===== src/sv/stat_pkg.sv =====
// Shared types and constants for the sparse triplet accumulate table.
package stat_pkg;

    localparam int ENTRIES_DEF   = 1024;
    localparam int CELL_BITS_DEF = 20;
    localparam int CELL_W        = 20;
    localparam int VALUE_W       = 64;
    localparam int RIDX_W        = 10;
    localparam int CNT_W         = 11;

    typedef enum logic [1:0] {
        OP_ASSEMBLE = 2'd0,
        OP_ADD      = 2'd1,
        OP_CLEAR    = 2'd2,
        OP_READ     = 2'd3
    } t_op;

    typedef enum logic [1:0] {
        ST_OK   = 2'd0,
        ST_MISS = 2'd1,
        ST_FULL = 2'd2
    } t_status;

    typedef enum logic [2:0] {
        S_IDLE,
        S_START,
        S_SCAN_RD,
        S_SCAN_CMP,
        S_CLR,
        S_READ_CMP
    } t_state;

    typedef struct packed {
        logic [1:0]                 req_type;
        logic [CELL_W-1:0]          row;
        logic [CELL_W-1:0]          column;
        logic signed [VALUE_W-1:0]  value;
        logic [RIDX_W-1:0]          read_index;
    } t_req;

    typedef struct packed {
        logic [1:0]                 status;
        logic [RIDX_W-1:0]          entry_index;
        logic                       was_new;
        logic [CELL_W-1:0]          entry_row;
        logic [CELL_W-1:0]          entry_column;
        logic signed [VALUE_W-1:0]  entry_value;
        logic [CNT_W-1:0]           entry_count;
    } t_rsp;

    // Classified work item handed from the front end to the engine.
    typedef struct packed {
        t_op                        op;
        logic [CELL_W-1:0]          row;
        logic [CELL_W-1:0]          column;
        logic signed [VALUE_W-1:0]  value;
        logic [RIDX_W-1:0]          read_index;
    } t_work;

    function automatic logic [VALUE_W-1:0] sat_add(input logic [VALUE_W-1:0] a,
                                                   input logic [VALUE_W-1:0] b);
        logic [VALUE_W-1:0] s;
        s = a + b;
        if (a[VALUE_W-1] == b[VALUE_W-1] && s[VALUE_W-1] != a[VALUE_W-1]) begin
            return a[VALUE_W-1] ? {1'b1, {(VALUE_W-1){1'b0}}}
                                : {1'b0, {(VALUE_W-1){1'b1}}};
        end
        return s;
    endfunction

endpackage


===== src/sv/stat_front.sv =====
// Front end: accepts transactions, masks the key and queues classified work.
module stat_front import stat_pkg::*; #(
    parameter int CELL_BITS = CELL_BITS_DEF
) (
    input  logic  i_clk,
    input  logic  i_rst_n,
    input  logic  i_valid,
    output logic  o_stall,
    input  t_req  i_req,
    output logic  o_work_valid,
    output t_work o_work,
    input  logic  i_pop
);
    localparam int KB = (CELL_BITS < CELL_W) ? CELL_BITS : CELL_W;
    localparam logic [CELL_W-1:0] KMASK = CELL_W'((64'd1 << KB) - 64'd1);

    t_work      r_q [2];
    logic       r_wp, r_rp;
    logic [1:0] r_cnt;
    logic       push;
    t_work      cls;

    assign o_stall      = (r_cnt == 2'd2);
    assign push         = i_valid && !o_stall;
    assign o_work_valid = (r_cnt != 2'd0);
    assign o_work       = r_q[r_rp];

    always_comb begin
        cls.op         = t_op'(i_req.req_type);
        cls.row        = i_req.row & KMASK;
        cls.column     = i_req.column & KMASK;
        cls.value      = i_req.value;
        cls.read_index = i_req.read_index;
    end

    always_ff @(posedge i_clk) begin
        if (!i_rst_n) begin
            r_wp  <= 1'b0;
            r_rp  <= 1'b0;
            r_cnt <= 2'd0;
        end else begin
            if (push) r_wp <= ~r_wp;
            if (i_pop) r_rp <= ~r_rp;
            r_cnt <= r_cnt + 2'(push) - 2'(i_pop);
        end
    end

    always_ff @(posedge i_clk) begin
        if (push) r_q[r_wp] <= cls;
    end
endmodule


===== config.mk =====
export PLATFORM = sky130hd
export DESIGN_NAME = stat_front
export DESIGN_NICKNAME = d
export VERILOG_FILES = /design/src/sv/stat_pkg.sv /design/src/sv/stat_front.sv
export SDC_FILE = /design/constraint.sdc
export NUM_CORES = 1
export LEC_CHECK = 0
export BUFFER_PORTS_ARGS = -buffer_cell sky130_fd_sc_hd__buf_2
export CORE_ASPECT_RATIO = 1.4
export CORE_MARGIN = 4
export CORE_UTILIZATION = 23
export DETAILED_ROUTE_END_ITERATION = 7
export PLACE_DENSITY = 0.48
export SETUP_SLACK_MARGIN = 0.5
export SYNTH_ARGS = -nofsm -noshare
export SYNTH_HDL_FRONTEND = slang
export SYNTH_SLANG_ARGS = --single-unit

===== constraint.sdc =====
create_clock -name i_clk -period 14.4 [get_ports i_clk]
set_clock_uncertainty 0.15 [all_clocks]
set_input_delay 0.72 -clock i_clk [delete_from_list [all_inputs] [get_ports i_clk]]
set_output_delay 0.72 -clock i_clk [all_outputs]
set_load 0.05 [all_outputs]

## Yosys cells after proc, flatten, opt, wreduce, memory -nomap -nowiden

Memory sizes are Yosys's and may differ from the RTL's. A register that Yosys moved wholly into a read port is not among the register bits.
Index checks and enable logic that the tools add are counted.

- Bits in registers: 4
- RAM bits: 232
- Input bits: 120
- Output and inout bits: 118
- Logic and storage cells: 16
- Memories: 1

Memory list:

| memory | depth | width | read ports | clocked after memory_dff | wr ports | line | RTL |
|---|---|---|---|---|---|---|---|
| r_q | 2 | 116 | 1 | 1 | 1 | stat_front.sv:17 | `t_work r_q [2];` |

- Add/subtract/negate cells: 2
- Equality and inequality tests: 1
- Multiplexer cells: 4
- Bitwise gates (word level): 2
- Reduce and logical (&&, ||, !) cells: 3

Operator list:

| operator | count |
|---|---|
| 1-bit 2-to-1 mux | 4 |
| 2-bit by 1-bit adder with 2-bit output | 1 |
| 2-bit equality test (second input constant) | 1 |
| 1-bit NOT | 2 |
| 2-bit nonzero test | 1 |
| 2-bit by 1-bit subtractor with 2-bit output | 1 |
| 1-bit logical AND | 1 |
| 1-bit zero test | 1 |

## Longest topological paths before layout

- Depth in word-level cells: 5
- Depth in mapped cells: 8
- Mapped depth without buffers: 8

## Worst setup path after synthesis

OpenSTA, ideal clock, no wires.

- Path type: input to register
- Start: in i_valid
- End: mem r_q[0][0] (netlist bit), enable pin
- Library setup time: 592 ps
- Arrival time: 5637 ps
- Required time: 13658 ps
- Slack: 8021 ps
- Stages on the path: 2
- Path buffers: 0
- Path through: nand2_1 > nor2_1

- Longest elaborated chain between the ends: 3

RTL lines:

| element | line | RTL |
|---|---|---|
| start: declaration | stat_front.sv:7 | `input logic i_valid,` |
| 1-bit logical AND | stat_front.sv:24 | `assign push = i_valid && !o_stall;` |
| 1-bit 2-to-1 mux | stat_front.sv:49 | `if (push) r_q[r_wp] <= cls;` |
| 1-bit 2-to-1 mux (not written as such) | stat_front.sv:49 |  |
| end: declaration | stat_front.sv:17 |  |

Every way passes these cells.

==> flow_summary.json <==
{
  "ant_nets": 0,
  "start_kind": "register",
  "syn_to_final_growth_pct": 28.45,
  "grtUsageTotal_pct": 8.480,
  "via_count": 4366,
  "busiest_layer": "met2",
  "grt-ovfl-total": 0,
  "layout.cells.non_filler": 1132,
  "htree_levels": 1,
  "utilization_pct": 29.88,
  "setup_viol": 0,
  "grt_max_degree": 61,
  "yosysUniqueCellTypes": 17,
  "fin_setup_tns_ns": 0,
  "internal_power_mw": 1.360,
  "post_cts_buffers": 0,
  "vias_per_cell": 3.857,
  "synth-adder-area-share_pct": 0.2859,
  "final_hold_viol_count": 0,
  "ir_drop_v": 0.00009792,
  "grt_pass1_wl_um": 27080,
  "synth_xor_area_share_pct": 0.3002,
  "synth-seq-cells": 237,
  "ys_seq_area_share_pct": 80.74,
  "seq_power_share_pct": 45.5,
  "wl_um": 18600,
  "reg2reg_from": "r_cnt[0]",
  "clock.fmax_ghz": 0.2540,
  "synth_compound_area_share_pct": 0,
  "dr.first_iter.drc_count": 136,
  "swShare_pct": 31.70,
  "combPwrFrac_pct": 24.4,
  "dp.cells": 1087,
  "fp-row-count": 84,
  "timing.hold.ws_ns": 0.2389,
  "dr.pass1.iters": 4,
  "cts_root_buf": "clkbuf_16",
  "drv_cap": 0,
  "dieArea_um2": 41280,
  "final_cell_mix": "buf_2 (237), edfxtp_1 (232), mux2_2 (76)",
  "wl_per_cell_um": 16.43,
  "critPathCaptureType": "primary output",
  "use_met3_pct": 3.496,
  "gp_congestion": 0.6894,
  "synth_top_family_by_area": "multiplexers",
  "grt_pass1_vias": 4675,
  "hp-class": "primary input to register",
  "hold_buffers": 0,
  "met2_usage_pct": 15.46,
  "clock_latency_ns": 0.51,
  "synth.mux.area_fraction_pct": 16.75,
  "run_status": "finished clean",
  "p_switching_mw": 0.6310,
  "nets": 763,
  "clock-sinks": 237,
  "use_met1_pct": 8.862,
  "path_max_fanout": 59,
  "initial_core_util_pct": 23.26,
  "yosysWarnings": 0,
  "place.port_buffers": 237,
  "syn_inst": 386,
  "syn_area_um2": 8752,
  "clkSlewWorstSetupHoldPaths_ns": 0.06,
  "io_pins": 238,
  "drive_gt1_share_pct": 60.12,
  "worstMarginPinSlew_ns": 1.010,
  "fin_crit_sh_pct": 27.34,
  "worstSetupPathType": "register to primary output",
  "synth_area_leaders": "edfxtp_1 (80%), mux2_2 (9.8%), mux2_4 (6.9%), dfxtp_1 (1.1%), buf_6 (0.77%)",
  "core_um2": 37630,
  "die_x_um": 172.9,
  "worst_slack_ns": 10.46,
  "yosys.area.top_type": "edfxtp_1",
  "final.min_clock_period_ns": 3.936,
  "cellLeakagePower_nw": 4.194,
  "antenna_found_initial": 3,
  "p_per_area_nw_per_um2": 177.1,
  "drc": 0,
  "cp_data_arrival_time_ns": 3.07,
  "required_ns": 13.53,
  "cts_buffer_depth": 3,
  "cts_tree": "built",
  "dp_hpwl_um": 12170,
  "cts_buffers": 25,
  "slew_viol_final": 0,
  "syn_nets": 508,
  "postSynthAreaPerCell_um2": 22.67,
  "relSlewSlack_pct": 32.68,
  "synth_top_area_share_pct": 79.60,
  "synth-simple-area-share_pct": 0.6147,
  "cts_resized": 0,
  "clkPwrFrac_pct": 30.1,
  "final_common_cell": "buf_2",
  "rsz0062_at_grt": "no",
  "hold_start": "i_req[15]",
  "place_ws_ns": 10.89,
  "die_h_um": 238.8
}
-- per-stage QoR --
step	total power [mW]	cell area, um2
after floorplan	1.305	8752
after global placement	1.417	10470
after detailed placement	1.418	10470
after CTS	2.034	11240
after global routing	2.086	11240
final	1.991	11240
-- critical path: stages, from the launching register on --
cell	delay (ns)
dfxtp_4	0.91
buf_4	0.87
mux2_2	0.42
buf_2	0.21
-- worst paths after layout --
check | end | slack, ns | cells after the start
setup reg to reg | r_q[1][84] | 11.73 | 3
hold / removal | r_q[0][15] | 0.24 | 1
setup / recovery | o_work[38] | 10.46 | 3
hold reg to reg | r_rp | 0.37 | 2
-- flip-flops by register name (all words and copies together), names as in the netlist, named ones only --
signal,count
r_wp,1
r_rp,1
r_q,232
r_cnt,2
-- layer usage --
layer  part of all wire, %  wire, um  vias to the layer above
met5                     0         0                        -
met4                   2.3       420                        0
met3                   9.0      1668                       26
met2                    52      9720                      157
met1                    36      6785                     2140
li1                      -         -                     2043
-- logic make-up (layout without fill, tap and decap cells) --
logic type | Yosys count | count (layout)
flip-flops | 237 | 237
other | 0 | 2
XOR/XNOR | 3 | 3
multiplexers | 117 | 117
buffers and inverters | 16 | 287
adder cells (fa/ha/maj) | 2 | 2
AND/OR/NAND/NOR | 11 | 11
-- synth_stat cells --
library cell,number
and2_1,1
and3_1,1
buf_2,7
buf_6,6
dfxtp_1,5
edfxtp_1,232
ha_1,2
inv_1,3
mux2_2,76
mux2_4,40
mux2i_1,1
nand2_1,2
nand2b_1,2
nor2_1,4
or2_2,1
xnor2_1,2
xor2_1,1
-- power groups by stage --
stage                     sequential, mW  combinational [mW]  clock (mW)
after floorplan                    0.921               0.384           0
after global placement             0.920               0.497           0
after detailed placement           0.922               0.497           0
after CTS                          0.908               0.498       0.628
after global routing               0.913               0.514       0.659
final                              0.906               0.486       0.599
-- area by class of cell --
class / count / area, um2
Sequential cell: 237 / 7071
Tap cell: 473 / 591.8
Clock buffer: 30 / 644.4
Inverter: 3 / 11.26
Antenna cell: 2 / 5.005
Clock inverter: 13 / 118.9
Timing Repair Buffer: 241 / 1216
Fill cell: 3768 / 26380
Multi-Input combinational cell: 133 / 1584
Note: power is estimated with default switching activity, not from simulation.
